## config.mk

```make
export PLATFORM = sky130hd
export DESIGN_NAME = two_axis_hill_climb_tracker
export DESIGN_NICKNAME = d
export VERILOG_FILES = /design/src/design/tahct_pkg.sv /design/src/design/two_axis_hill_climb_tracker.sv
export SDC_FILE = /design/constraint.sdc
export NUM_CORES = 1
export LEC_CHECK = 0
export ABC_AREA = 1
export BUFFER_PORTS_ARGS = -buffer_cell sky130_fd_sc_hd__clkbuf_2
export CORE_AREA = 3 3 210 161
export CTS_CLUSTER_SIZE = 30
export DETAILED_ROUTE_END_ITERATION = 6
export DIE_AREA = 0 0 213 164
export PLACE_DENSITY_LB_ADDON = 0.1
export SYNTH_ARGS = -nofsm -noshare
export SYNTH_HDL_FRONTEND = slang
export SYNTH_SLANG_ARGS = --single-unit
export TNS_END_PERCENT = 50
```

## constraint.sdc

```tcl
create_clock -name clk_i -period 12.4 [get_ports clk_i]
set_clock_uncertainty 0.05 [all_clocks]
set_input_delay 2.48 -clock clk_i [delete_from_list [all_inputs] [get_ports clk_i]]
set_output_delay 2.48 -clock clk_i [all_outputs]
set_load 0.05 [all_outputs]
```

## src/design/tahct_pkg.sv

```systemverilog
// ----------------------------------------------------------------------------
// tahct_pkg
// Types, register codes and servo pulse mapping for the hill-climb tracker.
// ----------------------------------------------------------------------------
package tahct_pkg;

  localparam int unsigned ANGLE_W     = 8;
  localparam int unsigned PULSE_W     = 7;
  localparam int unsigned SAMPLE_IN_W = 16;
  localparam int unsigned CFG_W       = 8;
  localparam int unsigned CFG_IDX_W   = 3;
  localparam int unsigned OUT_TDATA_W = 32;
  localparam int unsigned FLAG_W      = 4;

  // Search phase of one axis
  typedef enum logic [1:0] {
    PH_UP_REF   = 2'd0,
    PH_UP_CLIMB = 2'd1,
    PH_DN_REF   = 2'd2,
    PH_DN_CLIMB = 2'd3
  } phase_e;

  // Configuration register indexes
  typedef enum logic [CFG_IDX_W-1:0] {
    CFG_STEP       = 3'd0,
    CFG_START_Y    = 3'd1,
    CFG_START_X    = 3'd2,
    CFG_FALLBACK_Y = 3'd3,
    CFG_FALLBACK_X = 3'd4
  } cfg_idx_e;

  // Edge flags of the upward climb
  localparam logic [FLAG_W-1:0] FLAG_AT_LIMIT   = 4'b0001;
  localparam logic [FLAG_W-1:0] FLAG_CLAMPED    = 4'b0010;
  localparam logic [FLAG_W-1:0] FLAG_LIMIT_ROSE = 4'b0100;
  localparam logic [FLAG_W-1:0] FLAG_STEPPED    = 4'b1000;

  // Register reset values
  localparam logic [CFG_W-1:0] RST_STEP       = 8'd15;
  localparam logic [CFG_W-1:0] RST_START_Y    = 8'd90;
  localparam logic [CFG_W-1:0] RST_START_X    = 8'd90;
  localparam logic [CFG_W-1:0] RST_FALLBACK_Y = 8'd140;
  localparam logic [CFG_W-1:0] RST_FALLBACK_X = 8'd90;
  localparam logic [ANGLE_W-1:0] RST_ANGLE    = 8'd90;

  // Pulse mapping: floor((k*g - 1) / d) + offset, division by reciprocal.
  // Exact for all 8-bit angles: n*(R*d - 2^17) < 2^17 holds for both axes.
  localparam int unsigned RECIP_SHIFT = 17;
  localparam logic [11:0] PY_RECIP    = 12'd3641;  // ceil(2^17 / 36)
  localparam logic [11:0] PX_RECIP    = 12'd2913;  // ceil(2^17 / 45)
  localparam logic [PULSE_W-1:0] PY_OFFSET = 7'd35;
  localparam logic [PULSE_W-1:0] PX_OFFSET = 7'd30;

  function automatic logic [PULSE_W-1:0] pulse_y_of(input logic [ANGLE_W-1:0] g);
    logic [12:0] n;
    logic [24:0] prod;
    logic [7:0]  q;
    n    = ({5'd0, g} << 4) + {5'd0, g} - 13'd1;
    prod = {12'd0, n} * {13'd0, PY_RECIP};
    q    = 8'(prod >> RECIP_SHIFT);
    if (g == '0) begin
      return PY_OFFSET;
    end
    return PULSE_W'(q + {1'b0, PY_OFFSET});
  endfunction

  function automatic logic [PULSE_W-1:0] pulse_x_of(input logic [ANGLE_W-1:0] g);
    logic [12:0] n;
    logic [24:0] prod;
    logic [7:0]  q;
    n    = ({5'd0, g} << 4) + ({5'd0, g} << 2) + ({5'd0, g} << 1) - 13'd1;
    prod = {12'd0, n} * {13'd0, PX_RECIP};
    q    = 8'(prod >> RECIP_SHIFT);
    if (g == '0) begin
      return PX_OFFSET;
    end
    return PULSE_W'(q + {1'b0, PX_OFFSET});
  endfunction

endpackage

```

## src/design/two_axis_hill_climb_tracker.sv

```systemverilog
// ----------------------------------------------------------------------------
// two_axis_hill_climb_tracker
// Hill-climbing search of a two-axis panel mount, one voltage word per step.
// ----------------------------------------------------------------------------
// Path: an accepted sample word passes the input register, the search update
//   and the pulse mapping register before its result word shows.
// Throughput: one sample word per cycle unless the result side stalls; the
//   search state is updated as a sample moves on to the angle register.
// Reset: asynchronous, active low; clears the pipeline valids, the search
//   state and the configuration registers to their defaults. No clearing pass.
module two_axis_hill_climb_tracker #(
  parameter int unsigned MAX_ANGLE   = 180,
  parameter int unsigned SAMPLE_BITS = 16
) (
  input  logic                                clk_i,
  input  logic                                rst_ni,
  // configuration write port
  input  logic                                cfg_we_i,
  input  logic [tahct_pkg::CFG_IDX_W-1:0]     cfg_index_i,
  input  logic [tahct_pkg::CFG_W-1:0]         cfg_data_i,
  // sample stream
  input  logic                                s_axis_tvalid,
  output logic                                s_axis_tready,
  input  logic [tahct_pkg::SAMPLE_IN_W-1:0]   s_axis_tdata,   // [15:0] sample_mv
  // result stream
  output logic                                m_axis_tvalid,
  input  logic                                m_axis_tready,
  // [7:0] angle_y, [15:8] angle_x, [22:16] pulse_y, [29:23] pulse_x, [31:30] zero
  output logic [tahct_pkg::OUT_TDATA_W-1:0]   m_axis_tdata,
  output logic                                m_axis_tlast,   // pass_done
  output logic                                m_axis_tuser    // axis_busy
);
  import tahct_pkg::*;

  localparam logic [ANGLE_W-1:0] MaxA = ANGLE_W'(MAX_ANGLE);
  localparam int unsigned InW = (SAMPLE_BITS < SAMPLE_IN_W) ? SAMPLE_BITS : SAMPLE_IN_W;

  // --------------------------------------------------------------------------
  // Configuration registers
  // --------------------------------------------------------------------------
  logic [CFG_W-1:0] step_q, start_y_q, start_x_q, fb_y_q, fb_x_q;

  always_ff @(posedge clk_i or negedge rst_ni) begin
    if (!rst_ni) begin
      step_q    <= RST_STEP;
      start_y_q <= RST_START_Y;
      start_x_q <= RST_START_X;
      fb_y_q    <= RST_FALLBACK_Y;
      fb_x_q    <= RST_FALLBACK_X;
    end else if (cfg_we_i) begin
      case (cfg_index_i)
        CFG_STEP:       step_q    <= cfg_data_i;
        CFG_START_Y:    start_y_q <= cfg_data_i;
        CFG_START_X:    start_x_q <= cfg_data_i;
        CFG_FALLBACK_Y: fb_y_q    <= cfg_data_i;
        CFG_FALLBACK_X: fb_x_q    <= cfg_data_i;
        default: ;  // unmapped index: drop the write
      endcase
    end
  end

  // --------------------------------------------------------------------------
  // Pipeline handshake: stage 1 sample, stage 2 angles, stage 3 result word
  // --------------------------------------------------------------------------
  logic v1_q, v2_q, v3_q;
  logic adv1, adv2, free3;

  assign free3         = !v3_q || m_axis_tready;
  assign adv2          = v2_q && free3;
  assign adv1          = v1_q && (!v2_q || adv2);
  assign s_axis_tready = !v1_q || adv1;

  always_ff @(posedge clk_i or negedge rst_ni) begin
    if (!rst_ni) begin
      v1_q <= 1'b0;
      v2_q <= 1'b0;
      v3_q <= 1'b0;
    end else begin
      if (s_axis_tready) v1_q <= s_axis_tvalid;
      if (!v2_q || adv2) v2_q <= adv1;
      if (free3)         v3_q <= adv2;
    end
  end

  // Stage 1: hold the sample, keeping only the low SAMPLE_BITS bits
  logic [SAMPLE_BITS-1:0] smp_q;

  always_ff @(posedge clk_i) begin
    if (s_axis_tready && s_axis_tvalid) begin
      smp_q <= SAMPLE_BITS'(s_axis_tdata[InW-1:0]);
    end
  end

  // --------------------------------------------------------------------------
  // Search state
  // --------------------------------------------------------------------------
  phase_e                 phase_q, phase_d;
  logic                   axis_q, axis_d;       // 0 Y, 1 X
  logic                   started_q, started_d;
  logic [ANGLE_W-1:0]     cur_y_q, cur_y_d, cur_x_q, cur_x_d;
  logic [ANGLE_W-1:0]     origin_q, origin_d;
  logic [ANGLE_W-1:0]     up_q, up_d, dn_q, dn_d;
  logic [SAMPLE_BITS-1:0] ref_q, ref_d, peak_q, peak_d;
  logic [FLAG_W-1:0]      flags_q, flags_d;
  logic                   done_d;

  function automatic logic [ANGLE_W-1:0] lim(input logic [ANGLE_W-1:0] a);
    return (a > MaxA) ? MaxA : a;
  endfunction

  function automatic logic [ANGLE_W-1:0] sub_sat(input logic [ANGLE_W-1:0] a,
                                                 input logic [ANGLE_W-1:0] b);
    return (a > b) ? (a - b) : '0;
  endfunction

  always_ff @(posedge clk_i or negedge rst_ni) begin
    if (!rst_ni) begin
      phase_q   <= PH_UP_REF;
      axis_q    <= 1'b0;
      started_q <= 1'b0;
      cur_y_q   <= RST_ANGLE;
      cur_x_q   <= RST_ANGLE;
      origin_q  <= '0;
      up_q      <= '0;
      dn_q      <= '0;
      ref_q     <= '0;
      peak_q    <= '0;
      flags_q   <= '0;
    end else begin
      phase_q   <= phase_d;
      axis_q    <= axis_d;
      started_q <= started_d;
      cur_y_q   <= cur_y_d;
      cur_x_q   <= cur_x_d;
      origin_q  <= origin_d;
      up_q      <= up_d;
      dn_q      <= dn_d;
      ref_q     <= ref_d;
      peak_q    <= peak_d;
      flags_q   <= flags_d;
    end
  end

  // Next search state; advances only when the sample moves on to stage 2
  always_comb begin
    logic [ANGLE_W-1:0] cur_axis;
    logic [ANGLE_W-1:0] org;
    logic [ANGLE_W-1:0] new_axis;
    logic [ANGLE_W:0]   sum;
    logic               rose;
    logic               keep;
    logic               pass_end;

    phase_d   = phase_q;
    axis_d    = axis_q;
    started_d = started_q;
    cur_y_d   = cur_y_q;
    cur_x_d   = cur_x_q;
    origin_d  = origin_q;
    up_d      = up_q;
    dn_d      = dn_q;
    ref_d     = ref_q;
    peak_d    = peak_q;
    flags_d   = flags_q;
    done_d    = 1'b0;

    cur_axis  = axis_q ? cur_x_q : cur_y_q;
    org       = '0;
    new_axis  = cur_axis;
    sum       = '0;
    rose      = smp_q > ref_q;
    keep      = 1'b0;
    pass_end  = 1'b0;

    if (adv1) begin
      case (phase_q)
        PH_UP_REF: begin
          // Before the first pass the origin comes from the start register.
          org      = started_q ? cur_axis : lim(axis_q ? start_x_q : start_y_q);
          origin_d = org;
          ref_d    = smp_q;
          if (org < MaxA) begin
            sum = {1'b0, org} + {1'b0, step_q};
            if (sum >= {1'b0, MaxA}) begin
              flags_d = FLAG_CLAMPED;
              up_d    = MaxA;
            end else begin
              flags_d = '0;
              up_d    = sum[ANGLE_W-1:0];
            end
          end else begin
            flags_d = FLAG_AT_LIMIT;
            up_d    = MaxA;
          end
          new_axis = up_d;
          phase_d  = PH_UP_CLIMB;
        end
        PH_UP_CLIMB: begin
          if (rose) begin
            ref_d = smp_q;
            if (up_q >= MaxA) begin
              up_d    = MaxA;
              flags_d = flags_q | FLAG_LIMIT_ROSE;
            end else begin
              flags_d = flags_q | FLAG_STEPPED;
              sum     = {1'b0, up_q} + {1'b0, step_q};
              up_d    = (sum >= {1'b0, MaxA}) ? MaxA : sum[ANGLE_W-1:0];
            end
            new_axis = up_d;
          end else begin
            // Back off one step unless the limit held the climb.
            keep   = |(flags_q & (FLAG_AT_LIMIT | FLAG_LIMIT_ROSE));
            peak_d = ref_q;
            if (!keep) up_d = sub_sat(up_q, step_q);
            new_axis = origin_q;
            phase_d  = PH_DN_REF;
          end
        end
        PH_DN_REF: begin
          ref_d    = smp_q;
          flags_d  = '0;
          dn_d     = sub_sat(origin_q, step_q);
          new_axis = dn_d;
          phase_d  = PH_DN_CLIMB;
        end
        PH_DN_CLIMB: begin
          if (rose) begin
            ref_d    = smp_q;
            dn_d     = sub_sat(dn_q, step_q);
            new_axis = dn_d;
          end else begin
            // Keep the higher peak; the up side wins a tie.
            new_axis = (ref_q > peak_q) ? dn_q : up_q;
            phase_d  = PH_UP_REF;
            if (!axis_q) begin
              axis_d = 1'b1;
            end else begin
              axis_d    = 1'b0;
              started_d = 1'b1;
              done_d    = 1'b1;
              pass_end  = 1'b1;
            end
          end
        end
        default: ;
      endcase

      if (axis_q) cur_x_d = new_axis;
      else        cur_y_d = new_axis;

      // End of pass: replace a zero angle by the fallback.
      if (pass_end) begin
        if (cur_x_d == '0) cur_x_d = lim(fb_x_q);
        if (cur_y_d == '0) cur_y_d = lim(fb_y_q);
      end
    end
  end

  // Stage 2: hold the commanded angles and flags of this result
  logic [ANGLE_W-1:0] s2_ang_y_q, s2_ang_x_q;
  logic               s2_busy_q, s2_done_q;

  always_ff @(posedge clk_i) begin
    if (adv1) begin
      s2_ang_y_q <= cur_y_d;
      s2_ang_x_q <= cur_x_d;
      s2_busy_q  <= axis_d;
      s2_done_q  <= done_d;
    end
  end

  // Stage 3: map angles to servo pulses and register the result word
  logic [OUT_TDATA_W-1:0] tdata_q;
  logic                   tlast_q, tuser_q;

  always_ff @(posedge clk_i) begin
    if (adv2) begin
      tdata_q <= {2'b00, pulse_x_of(s2_ang_x_q), pulse_y_of(s2_ang_y_q),
                  s2_ang_x_q, s2_ang_y_q};
      tlast_q <= s2_done_q;
      tuser_q <= s2_busy_q;
    end
  end

  assign m_axis_tvalid = v3_q;
  assign m_axis_tdata  = tdata_q;
  assign m_axis_tlast  = tlast_q;
  assign m_axis_tuser  = tuser_q;

endmodule

```

# Word-level counts from Yosys, hierarchy flattened
# Index checks and enable logic that the tools add are counted.
[word_totals]
inputBits = 32
out_inout_bits = 36
wordCells = 164
register_bits = 187
[op_classes]
n_lt_le_gt_ge = 12
n_addsub = 12
n_eq_ne = 14
mux = 58
mul = 2
bitwise_logic = 2
n_reduce_logical = 36
[op_table]
columns = ["op", "count"]
rows = [
  ["8-bit two-way mux", 29],
  ["13-bit by 12-bit multiplier with 24-bit output (second input constant)", 2],
  ["16-bit greater-than comparator", 2],
  ["8-bit logical NOT", 4],
  ["16-bit one-hot mux with 2 select lines", 1],
  ["8-bit one-hot mux with 2 select lines", 2],
  ["8-bit one-hot mux with 4 select lines", 1],
  ["7-bit two-way mux", 4],
  ["13-bit by 1-bit subtractor with 13-bit output (second input constant)", 2],
  ["8-bit greater-than comparator", 3],
  ["8-bit greater-than comparator (second input constant)", 3],
  ["8-bit subtractor", 3],
  ["8-bit by 8-bit adder with 9-bit output", 2],
  ["9-bit by 8-bit greater-or-equal comparator with 1-bit output (second input constant)", 2],
  ["16-bit two-way mux", 1],
  ["3-bit AND reduction", 5],
  ["2-bit AND reduction", 7],
  ["12-bit by 10-bit adder with 13-bit output", 1],
  ["12-bit by 8-bit adder with 13-bit output", 1],
  ["13-bit by 9-bit adder with 13-bit output", 1],
  ["1-bit two-way mux", 12],
  ["2-bit inequality test (second input constant)", 5],
  ["3-bit one-hot mux with 3 select lines", 1],
  ["8-bit greater-or-equal comparator (second input constant)", 1],
  ["other kinds (23)", 41],
]

# Longest topological paths before layout
# Gate-level depths: netlist (run 1).
[logic_depth]
ltp_word = 15
mapped_depth = 41
depth_no_buf = 41

# Least setup slack after synthesis (run 1)
# Ideal clock, no wire load.
[synth_path]
kind = "register to register"
from = "register s2_ang_x_q[0]"
to = "register tdata_q[29], in the netlist m_axis_tdata[29], data pin"
period_less_slack_ns = 6.828
slack_ns = 5.572
stages_incl_launch_ff = 32
t_arrival_ns = 6.523
setup_ns = 0.255
cell_sequence = "edfxtp_1 > clkbuf_1 > inv_1 > ha_1 > inv_1 > fa_1 > fa_1 > nand3_1 > nand3_1 > xor2_1 > ha_1 > fa_1 > fa_1 > fa_1 > inv_1 > fa_1 > inv_1 > ha_1 > nand2_1 > o21ai_0 > a21oi_1 > nand2_1 > nand2_1 > nor2_1 > nor2_1 > or2_2 > nand2_1 > nor2_1 > nand3_1 > nand3_1 > nand2_1 > nor2_1"
[synth_between]
elab_chain_len = 6
[synth_lines]
columns = ["item", "line", "source"]
rows = [
  ["start: declaration", "two_axis_hill_climb_tracker.sv:260", "logic [ANGLE_W-1:0] s2_ang_y_q, s2_ang_x_q;"],
  ["start signal: assignment", "two_axis_hill_climb_tracker.sv:266", "s2_ang_x_q <= cur_x_d;"],
  ["12-bit by 10-bit adder with 13-bit output", "tahct_pkg.sv:71", "n = ({5'd0, g} << 4) + ({5'd0, g} << 2) + ({5'd0, g} << 1) - 13'd1;"],
  ["13-bit by 9-bit adder with 13-bit output", "tahct_pkg.sv:71", ""],
  ["13-bit by 1-bit subtractor with 13-bit output", "tahct_pkg.sv:71", ""],
  ["13-bit by 12-bit multiplier with 24-bit output", "tahct_pkg.sv:72", "prod = {12'd0, n} * {13'd0, PX_RECIP};"],
  ["7-bit by 5-bit adder with 7-bit output", "tahct_pkg.sv:77", "return PULSE_W'(q + {1'b0, PX_OFFSET});"],
  ["7-bit two-way mux *", "tahct_pkg.sv:77", ""],
  ["end signal: assignment", "two_axis_hill_climb_tracker.sv:278", "tdata_q <= {2'b00, pulse_x_of(s2_ang_x_q), pulse_y_of(s2_ang_y_q),"],
  ["end: declaration", "two_axis_hill_climb_tracker.sv:273", "logic [OUT_TDATA_W-1:0] tdata_q;"],
]
# Mark *: on every way between the ends. The rest lies on a longest branch, timed or not. The select of a mux whose other input is x is not followed.
# A chain may end at the register's enable or synchronous reset.

# Worst setup path in the final report (run 1)
# Same ends and word-level chain as after synthesis.

==> flow_metrics.py, run 1 <==
metrics = {
    "outcome": {
        "status": "finished clean",
    },
    "global_routing": {
        "grt_pass1_wl_um": 68500,
        "grt_pass1_vias": 13600,
        "grt_overflow": 0,
        "track_usage": 0.245,
        "grt_max_degree": 80,
        "antenna_found_initial": 0,
    },
    "critical_path": {
        "r2r_slack_ps": 5060,
        "rr_worst_depth": 35,
        "r2r_start": "s2_ang_x_q[0]",
        "cpMaxStageDelayCell": "edfxtp_1",
        "crit_start": "s2_ang_x_q[0]",
        "crit_path_end": "m_axis_tdata[29]",
        "start_kind": "register",
        "crit_path_max_incr_delay_ps": 570,
        "crit_path_max_fanout": 9,
        "r2r-end": "m_axis_tdata[29]",
        "required_ps": 12550,
        "end_kind": "register",
        "path_class": "reg2reg",
        "arrival_ps": 7500,
    },
    "synthesis": {
        "ys_types": 53,
        "ys_ff_latch": 187,
        "ys_async_sr_fraction": 0.647,
        "synthFlopType": "dfrtp_1",
        "netlist_area_mm2": 0.0175,
        "ys_seq_area_frac": 0.288,
        "synth_cells": 2210,
        "synth_top_area_cell": "ha_1",
        "yosysWarnings": 0,
        "netlist_top_cells_area": "ha_1 18%, dfrtp_1 13%, edfxtp_1 11%",
        "synth_most_common_cell": "nand2_1",
        "yosys.area.top_type_share": 0.182,
        "synthTopCellsByCount": "488 x nand2_1, 393 x inv_1, 255 x ha_1",
        "synth_edf_count": 66,
        "avgSynthCellArea_um2": 7.92,
    },
    "sta": {
        "drv_slew": 0,
        "finalSetupViolations": 0,
        "slew_headroom": 0.214,
        "fmax_mhz": 136,
        "rsz0062_at_grt": "false",
        "min_period_ps": 7340,
        "worstMarginPinSlew_ps": 1180,
        "fin_crit_sh": 0.592,
        "fin_setup_tns_ps": 0,
        "finalHoldViolCount": 0,
    },
    "cells_and_area": {
        "syn2layout_area_growth_pct": 7.45,
        "fill_cells": 2998,
        "final-seq-area_mm2": 0.00504,
        "multi_input_comb_area_mm2": 0.0108,
        "diodes": 0,
        "drive_above_1_share": 0.0922,
        "nets": 2618,
    },
    "clock_tree": {
        "clock_path_buffers": 2,
        "cts-root-buf": "clkbuf_16",
        "cts-buffers-inserted": 17,
        "ctsResizeCount": 0,
        "cts_setup_buffers": 0,
        "cts_tree": "built",
        "htree_num_levels": 4,
        "cts_hold_buf": 0,
        "clkTransAtPathRegs_ps": 70,
        "worst_skew_pair.late_latency_ps": 450,
        "cts_sinks": 187,
    },
    "floorplanning": {
        "num_io_pins": 68,
        "rows": 57,
        "core_region_area_mm2": 0.0320,
        "die_area_mm2": 0.0349,
        "die_h_um": 164,
        "initial_core_util": 0.546,
        "die_x_um": 213,
    },
    "routing": {
        "wl_per_cell_um": 15.6,
        "num_vias": 14300,
        "totalWireLength_um": 41900,
        "drt-initial-drc-count": 936,
        "final_antenna_net_count": 0,
        "viasPerCell": 5.32,
        "dr.pass1.iters": 6,
        "route.detailed.drc": 0,
    },
    "place": {
        "post-dp-hpwl_um": 33700,
        "gp_congestion": 0.976,
        "portBuffers": 65,
    },
    "min_path": {
        "hp-class": "reg2reg",
        "worstHoldPathCells": 0,
    },
    "job": {
        "maxCapViolCount": 0,
    },
}
cells in the final DEF, fill, tap and decap left out, types with 17 or more instances in the layout:
| cell type | n |
|---|---|
| o21ai_0 | 106 |
| a21oi_1 | 134 |
| xor2_1 | 51 |
| fa_1 | 66 |
| nand4_1 | 31 |
| dfrtp_1 | 94 |
| a21oi_2 | 18 |
| edfxtp_1 | 66 |
| nand3_1 | 91 |
| dfstp_2 | 27 |
| nand2_1 | 488 |
| nor2_1 | 178 |
| inv_1 | 393 |
| clkbuf_2 | 64 |
| nand3_2 | 20 |
| clkbuf_16 | 17 |
| ha_1 | 255 |
registers in the layout (all words and copies together) (netlist names), 16 cells and up:
signal / count
m_axis_tdata: 30
peak_q: 16
ref_q: 16
smp_q: 16
cell type report:
cell class | instances | share of cell area
multi-input combinational | 1590 | 0.574
sequential | 187 | 0.268
inverter | 399 | 0.0797
tap | 413 | 0.0275
clock buffer | 21 | 0.0250
timing repair buffer | 70 | 0.0194
clock inverter | 11 | 0.00559
kinds of logic after synthesis:
| group | Yosys count | share of synthesized area |
|---|---|---|
| and+or+nand+nor | 872 | 0.217 |
| buffers and inverters | 434 | 0.0953 |
| AOI/OAI and AO/OA | 329 | 0.108 |
| adders and majority gates | 321 | 0.258 |
| DFF | 187 | 0.288 |
| xor gates and xnor gates | 65 | 0.0325 |
| other | 1 | 0.000214 |
| muxes | 1 | 0.000644 |
stage by stage:
| stage | cells | instance area [um^2] | setup WS [ps] | utilization | hold WS [ps] |
|---|---|---|---|---|---|
| global route | 2691 | 18800 | 4410 | 0.587 | 398 |
| floorplan | 2211 | 17500 | 5570 | - | 350 |
| global placement | 2659 | 18200 | 5280 | 0.569 | 357 |
| finish | 2691 | 18800 | 5060 | 0.587 | 384 |
| CTS | 2691 | 18800 | 5060 | 0.587 | 385 |
| detailed placement | 2659 | 18200 | 5120 | 0.569 | 368 |
layer usage:
metal / GRT usage / up-vias / share of wire
met5: 0 / - / 0
met4: 0.0526 / 0 / 0.011
met3: 0.0327 / 29 / 0.048
met2: 0.370 / 288 / 0.43
met1: 0.374 / 6753 / 0.51
li1: - / 7244 / -
worst max-delay path, delay by kind of cell, from the launching register on:
kind / cells / cell delay (ps)
buffers and inverters: 5 / 400
XOR/XNOR: 2 / 770
AND/OR/NAND/NOR: 15 / 1490
adder cells (fa/ha/maj): 8 / 3270
flip-flops: 1 / 570
AO/OA/AOI/OAI: 5 / 560
worst min path at each step:
stage	from	endpoint	slack, ps
after global routing	s2_busy_q	m_axis_tuser	400
after global placement	s2_busy_q	m_axis_tuser	360
after detailed placement	s2_done_q	m_axis_tlast	370
after CTS	s2_done_q	m_axis_tlast	390
after floorplan	s2_done_q	m_axis_tlast	350
final	s2_done_q	m_axis_tlast	380
Power of run 1 is not shown: default switching activity piles up to over one toggle a cycle in this logic, so the estimate is an artifact.
==> inputs of run 2 (changes only) <==
==> constraint.sdc (replaced) <==
create_clock -name clk_i -period 6.9 [get_ports clk_i]
set_clock_uncertainty 0.05 [all_clocks]
set_input_delay 1.38 -clock clk_i [delete_from_list [all_inputs] [get_ports clk_i]]
set_output_delay 1.38 -clock clk_i [all_outputs]
set_load 0.05 [all_outputs]
==> flow_metrics.py, run 2 (synthesis results as in run 1) <==
metrics = {
    "cells_and_area": {
        "fin_util": 0.611,
        "drive_above_1_share": 0.137,
        "nets": 2655,
        "diodes": 0,
        "largest_register_ff_count": 30,
        "syn2layout_area_growth_pct": 11.8,
        "layout_commonest_cell": "nand2_1",
        "fill_cells": 2807,
        "most-common-layout-cells": "486 x nand2_1, 383 x inv_1, 229 x ha_1",
    },
    "global_routing": {
        "track_usage": 0.244,
        "grt_max_degree": 79,
        "grt_pass1_wl_um": 67900,
        "grt_overflow": 0,
        "antenna_found_initial": 0,
        "grt_pass1_vias": 13400,
    },
    "critical_path": {
        "required_ps": 7060,
        "arrival_ps": 6800,
        "path_class": "reg2reg",
        "crit_path_max_fanout": 4,
        "cpMaxStageDelayCell": "fa_1",
        "crit_path_max_incr_delay_ps": 500,
        "start_kind": "register",
        "end_kind": "register",
    },
    "outcome": {
        "violations": "design-rule violations",
        "status": "complete, but fails checks",
    },
    "sta": {
        "finalSetupViolations": 0,
        "worstMarginPinSlew_ps": 1040,
        "min_period_ps": 6650,
        "finalHoldViolCount": 0,
        "fin_crit_sh": 0.963,
        "holdWs_ps": 380,
        "fin_setup_tns_ps": 0,
        "rsz0062_at_grt": "true",
        "fmax_mhz": 150,
        "slew_headroom": 0.308,
        "drv_slew": 0,
    },
    "clock_tree": {
        "cts-root-buf": "clkbuf_16",
        "htree_num_levels": 4,
        "clkTransAtPathRegs_ps": 80,
        "cts-buffers-inserted": 17,
        "cts_tree": "built",
        "cts_sinks": 187,
        "clock_path_buffers": 2,
        "worst_skew_pair.late_latency_ps": 460,
    },
    "routing": {
        "viasPerCell": 5.36,
        "drt-initial-drc-count": 995,
        "num_vias": 14600,
        "dr.pass1.iters": 7,
        "wl_per_cell_um": 15.8,
        "route.detailed.drc": 1,
        "final_antenna_net_count": 0,
        "totalWireLength_um": 43200,
    },
    "floorplanning": {
        "num_io_pins": 68,
        "die_area_mm2": 0.0349,
        "die_x_um": 213,
        "core_region_area_mm2": 0.0320,
        "die_h_um": 164,
        "initial_core_util": 0.546,
        "rows": 57,
    },
    "place": {
        "post-dp-hpwl_um": 34000,
        "portBuffers": 65,
        "gp_congestion": 0.920,
    },
    "min_path": {
        "hp-class": "reg2reg",
    },
    "job": {
        "maxCapViolCount": 0,
    },
}
run 2: worst paths after layout:
| kind | startpoint | end | slack [ps] | cells past startpoint |
|---|---|---|---|---|
| worst max-delay path | s2_ang_x_q[0] | m_axis_tdata[29] | 250 | 33 |
| worst min-delay path | s2_done_q | m_axis_tlast | 380 | 0 |
| worst max register to register | s2_ang_x_q[0] | m_axis_tdata[29] | 250 | 33 |
| worst min register to register | s2_done_q | m_axis_tlast | 380 | 0 |
| max in group asynchronous | rst_ni | flags_q[0] | 4560 | 2 |
| min in group asynchronous | rst_ni | fb_y_q[6] | 1040 | 1 |
run 2: cell type report:
class	instances	area [um^2]	area share
multi-input combinational	1590	11200	0.575
sequential	187	5040	0.258
inverter	399	1500	0.0766
timing repair buffer	107	643	0.0329
tap	413	517	0.0264
clock buffer	19	464	0.0237
clock inverter	13	145	0.00742
run 2: routing by layer:
metal  wire (um)  share of wire  vias up  track usage
met4         578          0.013        0       0.0499
met2       18700           0.43      355        0.361
met3        2250          0.052       43       0.0384
met1       21600           0.50     6898        0.378
met5           0              0        -            0
li1            -              -     7326            -
run 2: timing repair:
action,CTS,global route
resized for setup,0,77
hold buffers,0,0
buffers inserted,0,16
setup endpoints to repair,0,11
run 2: per-stage QoR:
step           setup WS (ps)  instance area [um^2]  cells
6_report                 255                 19600   2728
5_1_grt                 -145                 19600   2728
4_1_cts                 2.81                 19000   2712
3_5_place_dp            26.6                 18400   2680
3_3_place_gp             171                 18400   2680
2_1_floorplan           72.0                 17500   2211
run 2: worst max-delay path: cells and delay by family (launching register included):
kind / cells / cell delay (ps)
XOR/XNOR: 1 / 160
flip-flops: 1 / 400
adder cells (fa/ha/maj): 9 / 3520
buffers and inverters: 5 / 510
AND/OR/NAND/NOR: 13 / 1230
AO/OA/AOI/OAI: 5 / 540
Power of run 2 is left out for the same reason.
==> inputs of run 3 (changes only) <==
--- a/config.mk
+++ b/config.mk
@@ -7,10 +7,11 @@
 export LEC_CHECK = 0
 export ABC_AREA = 1
 export BUFFER_PORTS_ARGS = -buffer_cell sky130_fd_sc_hd__clkbuf_2
-export CORE_AREA = 3 3 210 161
+export CAP_MARGIN = 20
+export CORE_AREA = 5 5 212 163
 export CTS_CLUSTER_SIZE = 30
 export DETAILED_ROUTE_END_ITERATION = 6
-export DIE_AREA = 0 0 213 164
+export DIE_AREA = 0 0 217 168
 export PLACE_DENSITY_LB_ADDON = 0.1
 export SYNTH_ARGS = -nofsm -noshare
 export SYNTH_HDL_FRONTEND = slang
==> flow_metrics.py, run 3 (synthesis results as in run 1) <==
metrics = {
    "cells_and_area": {
        "stdcell_count": 2737,
        "diodes": 0,
        "nets": 2664,
        "drive_above_1_share": 0.143,
        "syn2layout_area_growth_pct": 12.3,
        "fin_util": 0.613,
        "most-common-layout-cells": "484 x nand2_1, 375 x inv_1, 226 x ha_1",
        "layout_commonest_cell": "nand2_1",
        "largest_register_ff_count": 30,
        "design_area_mm2": 0.0196,
    },
    "min_path": {
        "hp-class": "reg2reg",
        "worstHoldEndpoint": "m_axis_tuser",
        "hold_start": "s2_busy_q",
        "worstHoldPathCells": 0,
    },
    "global_routing": {
        "grt_overflow": 0,
        "track_usage": 0.234,
        "grt_max_degree": 71,
        "antenna_found_initial": 0,
        "grt_pass1_wl_um": 69900,
        "grt_pass1_vias": 13800,
    },
    "clock_tree": {
        "htree_num_levels": 4,
        "cts_tree": "built",
        "cts_hold_buf": 0,
        "cts-buffers-inserted": 17,
        "cts-root-buf": "clkbuf_16",
        "worst_skew_pair.late_latency_ps": 460,
        "clock_path_buffers": 2,
        "clkTransAtPathRegs_ps": 80,
        "cts_sinks": 187,
    },
    "outcome": {
        "status": "finished clean",
    },
    "critical_path": {
        "required_ps": 7060,
        "r2r_slack_ps": 290,
        "rr_worst_depth": 35,
        "start_kind": "register",
        "end_kind": "register",
        "path_class": "reg2reg",
        "crit_start": "s2_ang_x_q[2]",
        "crit_path_max_fanout": 4,
        "cpMaxStageDelayCell": "fa_1",
        "crit_path_max_incr_delay_ps": 550,
        "cp_common_cell": "nand2_1",
        "arrival_ps": 6780,
        "r2r_start": "s2_ang_x_q[2]",
        "r2r-end": "m_axis_tdata[29]",
    },
    "floorplanning": {
        "num_io_pins": 68,
        "core_region_area_mm2": 0.0320,
        "die_h_um": 168,
        "die_x_um": 217,
        "die_area_mm2": 0.0365,
        "initial_core_util": 0.546,
        "rows": 57,
    },
    "sta": {
        "drv_slew": 0,
        "finalSetupViolations": 0,
        "worstMarginPinSlew_ps": 924,
        "slew_headroom": 0.383,
        "min_period_ps": 6610,
        "fin_crit_sh": 0.958,
        "fin_setup_tns_ps": 0,
        "fmax_mhz": 151,
        "finalHoldViolCount": 0,
    },
    "routing": {
        "final_antenna_net_count": 0,
        "wl_per_cell_um": 15.8,
        "dr.pass1.iters": 5,
        "drt-initial-drc-count": 1104,
        "num_vias": 14600,
        "totalWireLength_um": 43400,
        "route.detailed.drc": 0,
        "viasPerCell": 5.33,
    },
    "place": {
        "post-dp-hpwl_um": 33800,
        "placedCellCount": 2680,
        "dpl_cell_area_mm2": 0.0184,
        "portBuffers": 65,
        "gp_congestion": 0.964,
    },
    "job": {
        "maxCapViolCount": 0,
    },
}
[run 3: changes by cell type in the layout (fill, tap and decap cells not counted), moves of 3 or more]
cell / previous run / this run
inv_1: 383 / 375
buf_4: 43 / 50
inv_2: 13 / 20
a21oi_1: 125 / 129
a21oi_2: 26 / 22
xor2_1: 44 / 48
xor2_2: 7 / 3
ha_1: 229 / 226
ha_4: 23 / 26
inv_8: 4 / 1
[run 3: metrics by stage]
step                      setup slack [ps]  hold WS, ps
after global routing                  -108          393
after CTS                             1.72          374
after detailed placement              -113          355
after global placement                 168          357
after floorplan                       72.0          350
final                                  289          369
[run 3: final cells by class]
class                      count  area [um^2]
sequential                   187         5040
multi-input combinational   1590        11300
fill                        2834        12400
timing repair buffer         116          722
tap                          413          517
clock inverter                12          125
inverter                     399         1500
clock buffer                  20          478
[run 3: per-layer routing]
| layer | GRT usage | wire length (um) | part of all wire |
|---|---|---|---|
| met5 | 0 | 0 | 0 |
| met4 | 0.0456 | 549 | 0.013 |
| met3 | 0.0438 | 2300 | 0.053 |
| met2 | 0.355 | 19000 | 0.44 |
| met1 | 0.354 | 21500 | 0.50 |
[run 3: worst max path at each step]
stage	to	depth (start not counted)
after floorplan	m_axis_tdata[29]	31
after global placement	m_axis_tdata[22]	39
after detailed placement	m_axis_tdata[22]	39
after CTS	m_axis_tdata[22]	39
after global routing	m_axis_tdata[22]	39
final	m_axis_tdata[29]	35
[run 3: what timing repair did]
item                                    in CTS  in global routing
gates resized for setup                      2                 88
setup buffers                                0                 24
endpoints found under the setup margin       2                 10
pin swaps                                    1                 34
[run 3: worst max-delay path: cells and delay by family, from the launching register on]
family	cells	cell delay (ps)
compound gates	3	350
fa+ha+maj	10	3480
buf+inv	6	530
flops	1	370
simple gates	15	1400
xor+xnor	1	140
Power of run 3 is left out for the same reason.
